`src/rtl/wsh_pkg.sv`:
```
// Shared widths, codes, types and reset values for the windowed sample histogram.
package wsh_pkg;

    localparam int SAMPLE_W   = 16;
    localparam int LEN_W      = 16;
    localparam int NBINS_W    = 7;
    localparam int IDX_W      = 6;
    localparam int TOTAL_W    = 16;
    localparam int CFG_IDX_W  = 1;
    localparam int CFG_DATA_W = 16;

    localparam logic [LEN_W-1:0]    WINDOW_LENGTH_RST = 16'd1024;
    localparam logic [NBINS_W-1:0]  BIN_COUNT_RST     = 7'd16;

    // Exactly -1 in Q1.15: advances the window but lands in no bin.
    localparam logic [SAMPLE_W-1:0] SAMPLE_NONE       = 16'h8000;

    typedef enum logic [CFG_IDX_W-1:0] {
        REG_WINDOW_LENGTH = 1'b0,
        REG_BIN_COUNT     = 1'b1
    } cfg_reg_t;

    // One classified sample on its way from front to back.
    typedef struct packed {
        logic [IDX_W-1:0]   bin;
        logic               counted;
        logic               close;
        logic [NBINS_W-1:0] nbins;
    } bin_op_t;

    typedef enum logic [1:0] {
        ST_RUN,
        ST_PRIME,
        ST_DRAIN
    } back_state_t;

endpackage

```
`src/rtl/wsh_sample_if.sv`:
```
// Sample channel: valid/ready handshake carrying one Q1.15 sample.
interface wsh_sample_if;
    logic                                valid;
    logic                                ready;
    logic signed [wsh_pkg::SAMPLE_W-1:0] sample;

    modport source (output valid, output sample, input ready);
    modport sink   (input valid, input sample, output ready);
endinterface

```
`src/rtl/wsh_result_if.sv`:
```
// Result channel: valid/ready handshake carrying one histogram bin report.
interface wsh_result_if;
    logic                         valid;
    logic                         ready;
    logic [wsh_pkg::IDX_W-1:0]    bin_index;
    logic [wsh_pkg::TOTAL_W-1:0]  bin_total;
    logic                         last;

    modport source (output valid, output bin_index, output bin_total, output last, input ready);
    modport sink   (input valid, input bin_index, input bin_total, input last, output ready);
endinterface

```
`src/rtl/windowed_sample_histogram.sv`:
```
// Top level of the windowed sample histogram: config registers, front, queue, back.
//
// Usage:
//   samples : Q1.15 samples in, valid/ready. One sample per cycle is taken
//             while the two-entry queue has room.
//   results : one item per bin at each window end, bin_index 0 up to
//             bin_count-1 in order, bin_total the count, last on the final bin.
//   cfg     : cfg_we/cfg_index/cfg_wdata write window_length (index 0) and
//             bin_count (index 1); write only while the block is idle.
//             window_length 0 acts as 1, bin_count 0 as 1, above MAX_BINS
//             as MAX_BINS. The sample value -32768 is counted toward the
//             window but lands in no bin.
// Window end: the first result of a window is shown once the closing sample has
//   passed the queue, stage 1 and the prime state; the rest follow one per cycle
//   while the receiver is ready. Throughput: 1 sample per cycle inside a window.
//   At each window end the back end is busy through the prime state and the drain
//   (plus receiver stalls) on the single read port of the counter memory; the
//   queue takes two more samples, then samples.ready drops until the drain ends.
// Reset: counters read as zero (per-bin valid flags, no clearing pass),
//   window count zero, window_length 1024, bin_count 16.
// Receiver stall: the current result holds; the drain pauses.
module windowed_sample_histogram #(
    parameter int MAX_BINS = 64
) (
    input  logic                             clk,
    input  logic                             rst_n,
    input  logic                             cfg_we,
    input  logic [wsh_pkg::CFG_IDX_W-1:0]    cfg_index,
    input  logic [wsh_pkg::CFG_DATA_W-1:0]   cfg_wdata,
    wsh_sample_if.sink                       samples,
    wsh_result_if.source                     results
);

    localparam logic [wsh_pkg::NBINS_W-1:0] NBINS_MAX = wsh_pkg::NBINS_W'(MAX_BINS);

    logic [wsh_pkg::LEN_W-1:0]   window_length_reg;
    logic [wsh_pkg::NBINS_W-1:0] bin_count_reg;
    logic [wsh_pkg::LEN_W-1:0]   eff_length;
    logic [wsh_pkg::NBINS_W-1:0] eff_bins;

    logic             front_valid, front_ready;
    wsh_pkg::bin_op_t front_op;
    logic             back_valid, back_ready;
    wsh_pkg::bin_op_t back_op;

    always_ff @(posedge clk or negedge rst_n)
    begin
        if (!rst_n)
        begin
            window_length_reg <= wsh_pkg::WINDOW_LENGTH_RST;
            bin_count_reg     <= wsh_pkg::BIN_COUNT_RST;
        end
        else if (cfg_we)
        begin
            case (wsh_pkg::cfg_reg_t'(cfg_index))
                wsh_pkg::REG_WINDOW_LENGTH: window_length_reg <= cfg_wdata;
                wsh_pkg::REG_BIN_COUNT:     bin_count_reg <= cfg_wdata[wsh_pkg::NBINS_W-1:0];
                default: ;
            endcase
        end
    end

    // zero and out-of-range settings folded into usable values
    always_comb
    begin
        eff_length = (window_length_reg == '0) ? wsh_pkg::LEN_W'(1) : window_length_reg;
        if (bin_count_reg == '0)
        begin
            eff_bins = wsh_pkg::NBINS_W'(1);
        end
        else if (bin_count_reg > NBINS_MAX)
        begin
            eff_bins = NBINS_MAX;
        end
        else
        begin
            eff_bins = bin_count_reg;
        end
    end

    wsh_front u_front (
        .clk        (clk),
        .rst_n      (rst_n),
        .samples    (samples),
        .eff_length (eff_length),
        .eff_bins   (eff_bins),
        .op_valid   (front_valid),
        .op_ready   (front_ready),
        .op         (front_op)
    );

    wsh_queue u_queue (
        .clk        (clk),
        .rst_n      (rst_n),
        .push_valid (front_valid),
        .push_ready (front_ready),
        .push_op    (front_op),
        .pop_valid  (back_valid),
        .pop_ready  (back_ready),
        .pop_op     (back_op)
    );

    wsh_back #(
        .MAX_BINS (MAX_BINS)
    ) u_back (
        .clk      (clk),
        .rst_n    (rst_n),
        .op_valid (back_valid),
        .op_ready (back_ready),
        .op       (back_op),
        .results  (results)
    );

endmodule

```
`src/rtl/wsh_queue.sv`:
```
// Two-entry queue of classified samples between front and back.
module wsh_queue (
    input  logic             clk,
    input  logic             rst_n,
    input  logic             push_valid,
    output logic             push_ready,
    input  wsh_pkg::bin_op_t push_op,
    output logic             pop_valid,
    input  logic             pop_ready,
    output wsh_pkg::bin_op_t pop_op
);

    wsh_pkg::bin_op_t entry_reg [2];
    logic             wr_ptr_reg, wr_ptr_next;
    logic             rd_ptr_reg, rd_ptr_next;
    logic [1:0]       fill_reg, fill_next;
    logic             push, pop;

    assign push_ready = (fill_reg != 2'd2);
    assign pop_valid  = (fill_reg != 2'd0);
    assign pop_op     = entry_reg[rd_ptr_reg];
    assign push       = push_valid && push_ready;
    assign pop        = pop_valid && pop_ready;

    always_comb
    begin
        wr_ptr_next = push ? ~wr_ptr_reg : wr_ptr_reg;
        rd_ptr_next = pop  ? ~rd_ptr_reg : rd_ptr_reg;
        fill_next   = fill_reg;
        if (push && !pop)
        begin
            fill_next = fill_reg + 2'd1;
        end
        else if (pop && !push)
        begin
            fill_next = fill_reg - 2'd1;
        end
    end

    always_ff @(posedge clk or negedge rst_n)
    begin
        if (!rst_n)
        begin
            wr_ptr_reg <= 1'b0;
            rd_ptr_reg <= 1'b0;
            fill_reg   <= 2'd0;
        end
        else
        begin
            wr_ptr_reg <= wr_ptr_next;
            rd_ptr_reg <= rd_ptr_next;
            fill_reg   <= fill_next;
        end
    end

    always_ff @(posedge clk)
    begin
        if (push)
        begin
            entry_reg[wr_ptr_reg] <= push_op;
        end
    end

endmodule

```
`src/rtl/wsh_front.sv`:
```
// Front end: takes samples, finds each one's bin and tracks the window count.
module wsh_front (
    input  logic                          clk,
    input  logic                          rst_n,
    wsh_sample_if.sink                    samples,
    input  logic [wsh_pkg::LEN_W-1:0]     eff_length,
    input  logic [wsh_pkg::NBINS_W-1:0]   eff_bins,
    output logic                          op_valid,
    input  logic                          op_ready,
    output wsh_pkg::bin_op_t              op
);

    localparam int PROD_W = wsh_pkg::SAMPLE_W + wsh_pkg::NBINS_W;

    logic [wsh_pkg::LEN_W-1:0]    count_reg, count_next;
    logic [wsh_pkg::LEN_W-1:0]    count_inc;
    logic [wsh_pkg::SAMPLE_W-1:0] offset;
    logic [PROD_W-1:0]            prod;
    logic                         close;
    logic                         fire;

    assign samples.ready = op_ready;
    assign op_valid      = samples.valid;
    assign fire          = samples.valid && op_ready;

    // s + 32768 is the sample with its sign bit flipped
    assign offset    = samples.sample ^ wsh_pkg::SAMPLE_NONE;
    assign prod      = PROD_W'(offset) * PROD_W'(eff_bins);
    assign count_inc = count_reg + 1'b1;
    assign close     = (count_inc >= eff_length);

    always_comb
    begin
        op.bin     = prod[wsh_pkg::SAMPLE_W +: wsh_pkg::IDX_W];
        op.counted = (samples.sample != wsh_pkg::SAMPLE_NONE);
        op.close   = close;
        op.nbins   = eff_bins;
    end

    always_comb
    begin
        count_next = count_reg;
        if (fire)
        begin
            count_next = close ? '0 : count_inc;
        end
    end

    always_ff @(posedge clk or negedge rst_n)
    begin
        if (!rst_n)
        begin
            count_reg <= '0;
        end
        else
        begin
            count_reg <= count_next;
        end
    end

endmodule

```
`src/rtl/wsh_back.sv`:
```
// Back end: bin counter memory, increment path and window-end drain.
module wsh_back #(
    parameter int MAX_BINS = 64
) (
    input  logic             clk,
    input  logic             rst_n,
    input  logic             op_valid,
    output logic             op_ready,
    input  wsh_pkg::bin_op_t op,
    wsh_result_if.source     results
);

    localparam int BIN_W = (MAX_BINS > 1) ? $clog2(MAX_BINS) : 1;

    wsh_pkg::back_state_t state_reg, state_next;

    logic [wsh_pkg::TOTAL_W-1:0] count_mem_reg [MAX_BINS];
    logic [wsh_pkg::TOTAL_W-1:0] rd_data_reg;
    logic [MAX_BINS-1:0]         valid_reg;

    wsh_pkg::bin_op_t            s1_reg;
    logic                        s1_valid_reg;
    logic                        last_wr_valid_reg;
    logic [wsh_pkg::IDX_W-1:0]   last_wr_bin_reg;
    logic [wsh_pkg::TOTAL_W-1:0] last_wr_data_reg;

    logic [wsh_pkg::IDX_W-1:0]   k_reg, k_next;
    logic [wsh_pkg::NBINS_W-1:0] nbins_reg, nbins_next;

    logic [BIN_W-1:0]            rd_addr;
    logic                        pop;
    logic                        hit;
    logic [wsh_pkg::TOTAL_W-1:0] cur;
    logic [wsh_pkg::TOTAL_W-1:0] wr_data;
    logic                        wr_en;
    logic                        out_fire;
    logic                        is_last;
    logic                        drain_done;

    // stop taking ops once a window-closing op sits in stage 1
    assign pop      = op_valid && (state_reg == wsh_pkg::ST_RUN)
                      && !(s1_valid_reg && s1_reg.close);
    assign op_ready = pop;

    // read-modify-write: the previous cycle's write is not yet in rd_data_reg
    assign hit     = last_wr_valid_reg && (last_wr_bin_reg == s1_reg.bin);
    assign cur     = hit ? last_wr_data_reg
                   : (valid_reg[s1_reg.bin[BIN_W-1:0]] ? rd_data_reg : '0);
    assign wr_data = cur + 1'b1;
    assign wr_en   = s1_valid_reg && s1_reg.counted;

    assign out_fire   = results.valid && results.ready;
    assign is_last    = ({1'b0, k_reg} == (nbins_reg - 1'b1));
    assign drain_done = out_fire && is_last;

    always_comb
    begin
        case (state_reg)
            wsh_pkg::ST_RUN:   rd_addr = op.bin[BIN_W-1:0];
            wsh_pkg::ST_PRIME: rd_addr = '0;
            wsh_pkg::ST_DRAIN: rd_addr = (out_fire && !is_last) ? BIN_W'(k_reg + 1'b1)
                                                                : k_reg[BIN_W-1:0];
            default:           rd_addr = '0;
        endcase
    end

    always_comb
    begin
        state_next = state_reg;
        case (state_reg)
            wsh_pkg::ST_RUN:
            begin
                if (s1_valid_reg && s1_reg.close)
                begin
                    state_next = wsh_pkg::ST_PRIME;
                end
            end
            wsh_pkg::ST_PRIME: state_next = wsh_pkg::ST_DRAIN;
            wsh_pkg::ST_DRAIN:
            begin
                if (drain_done)
                begin
                    state_next = wsh_pkg::ST_RUN;
                end
            end
            default: state_next = wsh_pkg::ST_RUN;
        endcase
    end

    always_comb
    begin
        results.valid     = 1'b0;
        results.bin_index = k_reg;
        results.bin_total = valid_reg[k_reg[BIN_W-1:0]] ? rd_data_reg : '0;
        results.last      = is_last;
        case (state_reg)
            wsh_pkg::ST_DRAIN: results.valid = 1'b1;
            default:           results.valid = 1'b0;
        endcase
    end

    always_comb
    begin
        k_next     = k_reg;
        nbins_next = nbins_reg;
        if (state_reg == wsh_pkg::ST_PRIME)
        begin
            k_next = '0;
        end
        else if (out_fire && !is_last)
        begin
            k_next = k_reg + 1'b1;
        end
        if (s1_valid_reg && s1_reg.close)
        begin
            nbins_next = s1_reg.nbins;
        end
    end

    always_ff @(posedge clk or negedge rst_n)
    begin
        if (!rst_n)
        begin
            state_reg         <= wsh_pkg::ST_RUN;
            s1_valid_reg      <= 1'b0;
            last_wr_valid_reg <= 1'b0;
            valid_reg         <= '0;
        end
        else
        begin
            state_reg         <= state_next;
            s1_valid_reg      <= pop;
            last_wr_valid_reg <= wr_en;
            if (drain_done)
            begin
                valid_reg <= '0;
            end
            else if (wr_en)
            begin
                valid_reg[s1_reg.bin[BIN_W-1:0]] <= 1'b1;
            end
        end
    end

    always_ff @(posedge clk)
    begin
        if (pop)
        begin
            s1_reg <= op;
        end
        last_wr_bin_reg  <= s1_reg.bin;
        last_wr_data_reg <= wr_data;
        k_reg            <= k_next;
        nbins_reg        <= nbins_next;
    end

    // counter memory: one write port, one registered read port
    always_ff @(posedge clk)
    begin
        if (wr_en)
        begin
            count_mem_reg[s1_reg.bin[BIN_W-1:0]] <= wr_data;
        end
        rd_data_reg <= count_mem_reg[rd_addr];
    end

endmodule

```
`src/flat_wrapper.sv`:
```
// flat-port wrapper written by rule: the top's interface ports become plain ports
module windowed_sample_histogram_flat 
#(
    parameter int MAX_BINS = 64
)
  (clk, rst_n, cfg_we, cfg_index, cfg_wdata, samples_valid, samples_sample, samples_ready, results_valid, results_bin_index, results_bin_total, results_last, results_ready);
  wsh_sample_if samples_i ();
  wsh_result_if results_i ();
  input  logic clk;
  input  logic rst_n;
  input  logic cfg_we;
  input  logic [wsh_pkg::CFG_IDX_W-1:0] cfg_index;
  input  logic [wsh_pkg::CFG_DATA_W-1:0] cfg_wdata;
  input wire logic [$bits(samples_i.valid)-1:0] samples_valid;
  input wire logic [$bits(samples_i.sample)-1:0] samples_sample;
  output wire logic [$bits(samples_i.ready)-1:0] samples_ready;
  output wire logic [$bits(results_i.valid)-1:0] results_valid;
  output wire logic [$bits(results_i.bin_index)-1:0] results_bin_index;
  output wire logic [$bits(results_i.bin_total)-1:0] results_bin_total;
  output wire logic [$bits(results_i.last)-1:0] results_last;
  input wire logic [$bits(results_i.ready)-1:0] results_ready;
  assign samples_i.valid = samples_valid;
  assign samples_i.sample = samples_sample;
  assign samples_ready = samples_i.ready;
  assign results_valid = results_i.valid;
  assign results_bin_index = results_i.bin_index;
  assign results_bin_total = results_i.bin_total;
  assign results_last = results_i.last;
  assign results_i.ready = results_ready;
  windowed_sample_histogram #(.MAX_BINS(MAX_BINS)) u_core (.clk(clk), .rst_n(rst_n), .cfg_we(cfg_we), .cfg_index(cfg_index), .cfg_wdata(cfg_wdata), .samples(samples_i), .results(results_i));
endmodule
```
`config.mk`:
```
export PLATFORM = sky130hd
export DESIGN_NAME = windowed_sample_histogram_flat
export DESIGN_NICKNAME = d
export VERILOG_FILES = /design/src/rtl/wsh_pkg.sv /design/src/rtl/wsh_sample_if.sv /design/src/rtl/wsh_result_if.sv /design/src/rtl/windowed_sample_histogram.sv /design/src/rtl/wsh_queue.sv /design/src/rtl/wsh_front.sv /design/src/rtl/wsh_back.sv /design/src/flat_wrapper.sv
export SDC_FILE = /design/constraint.sdc
export NUM_CORES = 1
export LEC_CHECK = 0
export BUFFER_PORTS_ARGS = -buffer_cell sky130_fd_sc_hd__buf_2
export CAP_MARGIN = 15
export CELL_PAD_IN_SITES_DETAIL_PLACEMENT = 0
export CELL_PAD_IN_SITES_GLOBAL_PLACEMENT = 2
export CORE_ASPECT_RATIO = 1.2
export CORE_MARGIN = 4
export CORE_UTILIZATION = 37
export CTS_CLUSTER_DIAMETER = 30
export CTS_CLUSTER_SIZE = 20
export DETAILED_ROUTE_END_ITERATION = 10
export PLACE_DENSITY_LB_ADDON = 0.1
export RECOVER_POWER = 50
export SYNTH_ARGS = -nofsm -noshare
export SYNTH_HDL_FRONTEND = slang
export SYNTH_SLANG_ARGS = --single-unit
```
`constraint.sdc`:
```
create_clock -name clk -period 7.7 [get_ports clk]
set_clock_uncertainty 0.15 [all_clocks]
set_input_delay 0.77 -clock clk [delete_from_list [all_inputs] [get_ports clk]]
set_output_delay 0.77 -clock clk [all_outputs]
set_load 0.01 [all_outputs]
```
==> flow_summary.yaml, run 1 <==
synth:
  synthTopCellsByArea: "edfxtp_1 (61%), nand2_1 (6.6%), dfrtp_1 (5.2%)"
  seq_area_frac_synth_pct: 68.0
  ys_types: 73
  synth-edff-count: 1076
  syn_area_mm2: 0.0529
  yosys_register_bits: 1231
  yosys_most_used_dff: "edfxtp_1"
  synth_top_area_share_pct: 61.1
  syn_area_per_cell_um2: 13.0
  yosysWarningCount: 0
  yosysMostFrequentCell: "edfxtp_1"
  syn-num-nets: 4229
  synth_top_cell_by_area: "edfxtp_1"
  synthArstFlopShare_pct: 9.02
  ys_top_cells_by_count: "edfxtp_1 (1076), nand2_1 (935), nand3_1 (337)"
  netlist_instances: 4066
clock_network:
  hold_buffers: 17
  htreeDepth: 5
  root_buffer: "clkbuf_16"
  clock-sinks: 1231
  clk_pin_slew_ns: 0.04
  clk_latency_ns: 0.88
  clock_tree.buffer_depth: 4
  post_cts_buffers: 0
  cts_tree: "done"
  cts_made_buffers: 294
  cts_resized: 0
setup_path:
  cp-startpoint: "u_core.bin_count_reg[6]"
  end_kind: "flop"
  crit_end: "u_core.u_queue.entry_reg[0][14]"
  critPathRequiredTime_ns: 8.14
  startpoint_type: "flop"
  rr_endpoint: "u_core.u_queue.entry_reg[0][14]"
  cp.depth: 21
  cp_common_cell: "a21o_1"
  critPathKind: "reg -> reg"
  r2r_start: "u_core.bin_count_reg[6]"
  critPathMaxFanout: 21
  slowest_delay_ns: 0.57
  crit_buf_inv: 4
  rrSetupSlack_ns: 1.04
  worstPathArrival_ns: 7.11
  critical-path-slowest-cell: "nor2b_1"
  crit_family: "adder cells"
  rr_worst_depth: 21
  cp_cell_sequence: "buf_4, nor2b_1, clkbuf_1, and2_1, fa_1, fa_1, fa_1, inv_1, fa_1, inv_1, ha_1, a21o_1, a21o_1, a21o_1, a21o_1, a221o_1, a21o_1, and2_1, o41ai_1, o21bai_1, xnor2_1"
floorplanning:
  dieHeight_um: 422
  io_pins: 63
  die_w_um: 353
  core-area_mm2: 0.142
  start_util_pct: 37.4
  rows: 151
  dieArea_mm2: 0.149
routing:
  via_per_inst: 5.33
  first_iter_violations: 2553
  postRouteAntennaNets: 0
  drt_first_pass_iters: 5
  wirelength_um: 160000
  vias: 33900
  drc: 0
  wl_per_cell_um: 25.2
timing:
  setup_ws_ns: 1.04
  fmax_mhz: 150
  hold_viol: 0
  finalCriticalPeriod_ns: 6.66
  maxSlewHeadroom_pct: -138
  period_share_pct: 86.6
  worstMarginPinSlew_ns: 3.57
  slew_viol_final: 593
  rsz0062_at_grt: "false"
  hold_slack_ns: 0.256
  finalSetupTns_ns: 0
  finalSetupViolations: 0
global_route:
  grt_pass1_wl_um: 237000
  grt-ovfl-total: 0
  grt_pass1_vias: 34700
  antenna_found_initial: 4
  track_usage_pct: 21.4
  grt_max_degree: 161
placed_design:
  gp_congestion: 0.767
  dp_cells: 5850
  dpl_cell_area_mm2: 0.0560
  dpl.hpwl_um: 93000
  numPortBuffers: 62
  dp_slack_ns: 1.08
power_and_ir_drop:
  p_total_mw: 31.9
  leakage_nw: 23.9
  power-per-cell-area_mw_per_mm2: 490
  ir_drop_v: 0.000474
final_layout:
  final_layout_size_suffix_gt1_share_pct: 14.5
  largest_reg_flops: 1024
  final_cells: 6374
  area_growth_pct: 23.0
  multi_input_area_mm2: 0.0159
  register_area_mm2: 0.0360
  filler_cell_count: 12700
  design_area_mm2: 0.0650
  fin_util_pct: 46.0
  layout.nets: 4490
flow_run:
  cap_violations: 28
status:
  status: "finished, violations left"
  violations: "capacitance limit, slew limit"
min_path:
  worstHoldPathType: "reg -> reg"
[worst min path at each step]
| stage | from | cells after the start | slack, ns | end |
|---|---|---|---|---|
| 5_1_grt | u_core.u_back.s1_reg[3] | 0 | 0.26 | u_core.u_back.nbins_reg[3] |
| 3_5_place_dp | u_core.u_back.s1_reg[0] | 0 | 0.26 | u_core.u_back.nbins_reg[0] |
| 6_report | u_core.u_back.s1_reg[3] | 0 | 0.26 | u_core.u_back.nbins_reg[3] |
| 2_1_floorplan | u_core.u_back.s1_reg[9] | 0 | 0.19 | u_core.u_back.last_wr_bin_reg[0] |
| 4_1_cts | cfg_index | 4 | 0.17 | u_core.window_length_reg[10] |
| 3_3_place_gp | u_core.u_back.s1_reg[0] | 0 | 0.25 | u_core.u_back.nbins_reg[0] |
[cell usage in the layout, fill, tap and decap left out, types with 79 or more instances in the layout]
cell / netlist / layout
clkbuf_1: 153 / 126
nand2_1: 935 / 933
nand3_1: 337 / 337
mux2i_1: 106 / 106
inv_1: 96 / 95
a31oi_1: 98 / 97
edfxtp_1: 1076 / 1076
nor2_1: 115 / 79
and2_1: 101 / 99
dfrtp_1: 109 / 109
and3_1: 88 / 88
clkbuf_16: 0 / 297
[layer usage]
| metal | vias to the layer above | part of all wire (%) | global-route usage [%] |
|---|---|---|---|
| li1 | 15500 | - | - |
| met1 | 17500 | 45 | 28.6 |
| met2 | 785 | 49 | 35.7 |
| met3 | 211 | 4.4 | 3.95 |
| met4 | 2 | 2.2 | 6.30 |
| met5 | - | 0.012 | 0 |
[power by group]
group / internal (mW) / switching [mW] / leakage [nW]
Sequential: 8.13 / 0.367 / 10.6
Clock: 8.00 / 3.65 / 4.52
Combinational: 3.46 / 8.25 / 8.78
Total: 19.6 / 12.3 / 23.9
[kinds of logic after synthesis]
| logic type | synth area share [%] |
|---|---|
| buffers and inverters | 2.53 |
| AO/OA/AOI/OAI | 6.46 |
| multiplexers | 3.97 |
| AND/OR/NAND/NOR | 14.3 |
| flip-flops | 68.0 |
| adder cells (fa/ha/maj) | 3.91 |
| XOR/XNOR | 0.845 |
[layout make-up]
type,count,area share (%)
sequential,1231,55.3
multi-input combinational,2502,24.4
clock buffer,353,11.9
tap,1836,3.53
clock inverter,152,2.42
timing repair buffer,202,1.85
inverter,96,0.554
antenna,2,0.00770
Power figures use the tool's default switching activity.
==> run 2: changes to the inputs <==
--- a/config.mk
+++ b/config.mk
@@ -13,4 +13,5 @@
 export CORE_MARGIN = 4
 export CORE_UTILIZATION = 37
+export CTS_BUF_LIST = sky130_fd_sc_hd__clkbuf_2
 export CTS_CLUSTER_DIAMETER = 30
 export CTS_CLUSTER_SIZE = 20
--- a/constraint.sdc
+++ b/constraint.sdc
@@ -3,3 +3,3 @@
 set_input_delay 0.77 -clock clk [delete_from_list [all_inputs] [get_ports clk]]
 set_output_delay 0.77 -clock clk [all_outputs]
-set_load 0.01 [all_outputs]
+set_load 0.005 [all_outputs]
==> run 2 against run 1 <==
  * The flow still finishes with violations (capacitance limit, slew limit)
  * Clock power shrank 56%
  * Final cell count increased by 1.2%
  * Worst setup slack got worse by 0.059 ns
  * Critical endpoint unchanged
  * Largest cell class unchanged
  * Highest routed layer is now met4
==> flow_summary.yaml, run 2 (synthesis results as in run 1) <==
routing:
  wirelength_um: 160000
  via_per_inst: 5.29
  wl_per_cell_um: 24.7
  drt_first_pass_iters: 5
  drc: 0
  wl_met3_um: 8060
  first_iter_violations: 2373
  vias: 34200
  postRouteAntennaNets: 0
  top_layer_used: "met4"
  wl_met2_um: 77900
  wl_met1_um: 70000
clock_network:
  cts_made_buffers: 294
  cts_tree: "done"
  clk_latency_ns: 1.70
  htreeDepth: 5
  clk_pin_slew_ns: 0.11
  post_cts_buffers: 0
  clock_tree.buffer_depth: 4
  clock-sinks: 1231
  root_buffer: "clkbuf_2"
  cts_resized: 0
  hold_buffers: 87
floorplanning:
  dieHeight_um: 422
  die_w_um: 353
  rows: 151
  dieArea_mm2: 0.149
  io_pins: 63
  core-area_mm2: 0.142
  start_util_pct: 37.4
timing:
  fmax_mhz: 149
  finalSetupViolations: 0
  hold_slack_ns: 0.267
  maxSlewHeadroom_pct: -143
  period_share_pct: 87.3
  slew_viol_final: 587
  worstMarginPinSlew_ns: 3.65
  finalSetupTns_ns: 0
  rsz0062_at_grt: "false"
  finalCriticalPeriod_ns: 6.72
  hold_viol: 0
final_layout:
  area_growth_pct: 13.1
  largest_reg_flops: 1024
  final_cell_mix: "edfxtp_1 (1076), nand2_1 (933), clkbuf_2 (342)"
  layout.nets: 4560
  final_layout_size_suffix_gt1_share_pct: 15.3
  final_common_cell: "edfxtp_1"
global_route:
  grt-ovfl-total: 0
  track_usage_pct: 21.3
  grt_pass1_vias: 34900
  antenna_found_initial: 7
  grt_max_degree: 161
  grt_pass1_wl_um: 236000
flow_run:
  cap_violations: 28
setup_path:
  worstPathArrival_ns: 7.94
  critPathKind: "reg -> reg"
  startpoint_type: "flop"
  critPathRequiredTime_ns: 8.91
  critPathMaxFanout: 21
  end_kind: "flop"
min_path:
  worstHoldPathType: "reg -> reg"
power_and_ir_drop:
  pwr-share-clk_pct: 20.5
  leakage_nw: 21.8
  ir_drop_v: 0.000439
  intPower_mw: 13.9
  power-per-cell-area_mw_per_mm2: 424
  p_comb_share_pct: 46.2
  power_switching_mw: 11.4
  switching_share_pct: 45.1
  seq_power_share_pct: 33.3
status:
  violations: "capacitance limit, slew limit"
  status: "finished, violations left"
placed_design:
  dpl.hpwl_um: 93000
  gp_congestion: 0.767
  numPortBuffers: 62
## run 2: changes by cell type in the layout (fill, tap and decap cells not counted), moves of 13 or more
cell / delta
clkbuf_2: +342
clkbuf_1: -60
dlygate4sd3_1: +69
clkbuf_16: -297
buf_2: +13
## run 2: final timing paths
check | from | to | slack [ns] | cells past startpoint
worst max-delay path | u_core.bin_count_reg[6] | u_core.u_queue.entry_reg[0][14] | 0.98 | 21
worst min-delay path | u_core.u_back.s1_reg[5] | u_core.u_back.nbins_reg[5] | 0.27 | 0
worst max register to register | u_core.bin_count_reg[6] | u_core.u_queue.entry_reg[0][14] | 0.98 | 21
worst min register to register | u_core.u_back.s1_reg[5] | u_core.u_back.nbins_reg[5] | 0.27 | 0
max in group asynchronous | rst_n | u_core.u_queue.rd_ptr_reg | 3.16 | 5
min in group asynchronous | rst_n | u_core.window_length_reg[12] | 1.78 | 5
## run 2: layout make-up
type / instances / area [um^2]
Clock buffer: 342 / 1710
Clock inverter: 163 / 1620
Tap cell: 1836 / 2300
Inverter: 96 / 360
Multi-Input combinational cell: 2502 / 15900
Antenna cell: 10 / 25.0
Fill cell: 13400 / 81700
Sequential cell: 1231 / 36000
Timing Repair Buffer: 272 / 1920
## run 2: through the flow
| stage | instance area [um^2] | total power [mW] | utilization, % | setup slack, ns | cells |
|---|---|---|---|---|---|
| 2_1_floorplan | 52900 | 15.7 | - | 1.50 | 4066 |
| 3_3_place_gp | 55900 | 20.6 | 39.5 | 1.16 | 5849 |
| 3_5_place_dp | 56000 | 20.6 | 39.5 | 1.08 | 5850 |
| 4_1_cts | 60200 | 25.9 | 42.5 | 1.06 | 6442 |
| 5_1_grt | 59800 | 27.1 | 42.2 | 0.672 | 6450 |
| 6_report | 59800 | 25.4 | 42.3 | 0.976 | 6452 |
## run 2: worst max-delay path: stages, from the launching register on
cell and delay, ns:
dfrtp_1 0.45, buf_4 0.23, nor2b_1 0.57, clkbuf_1 0.38
and2_1 0.21, fa_1 0.45, fa_1 0.50, fa_1 0.49
inv_1 0.05, fa_1 0.47, inv_1 0.04, ha_1 0.28
a21o_1 0.16, a21o_1 0.17, a21o_1 0.17, a21o_1 0.17
a221o_1 0.33, a21o_1 0.21, and2_1 0.18, o41ai_1 0.48
o21bai_1 0.14, xnor2_1 0.16
## run 2: power by group through the flow
stage	Clock, mW	Combinational [mW]	Sequential, mW
6_report	5.19	11.7	8.45
4_1_cts	5.40	12.1	8.46
3_5_place_dp	0	12.0	8.61
3_3_place_gp	0	12.0	8.60
2_1_floorplan	0	7.32	8.42
5_1_grt	5.75	12.9	8.51
## run 2: metal layers
layer / track usage (%) / up-vias
li1: - / 15700
met1: 28.4 / 17400
met2: 35.8 / 882
met3: 3.93 / 238
met4: 5.98 / 0
met5: 0 / -
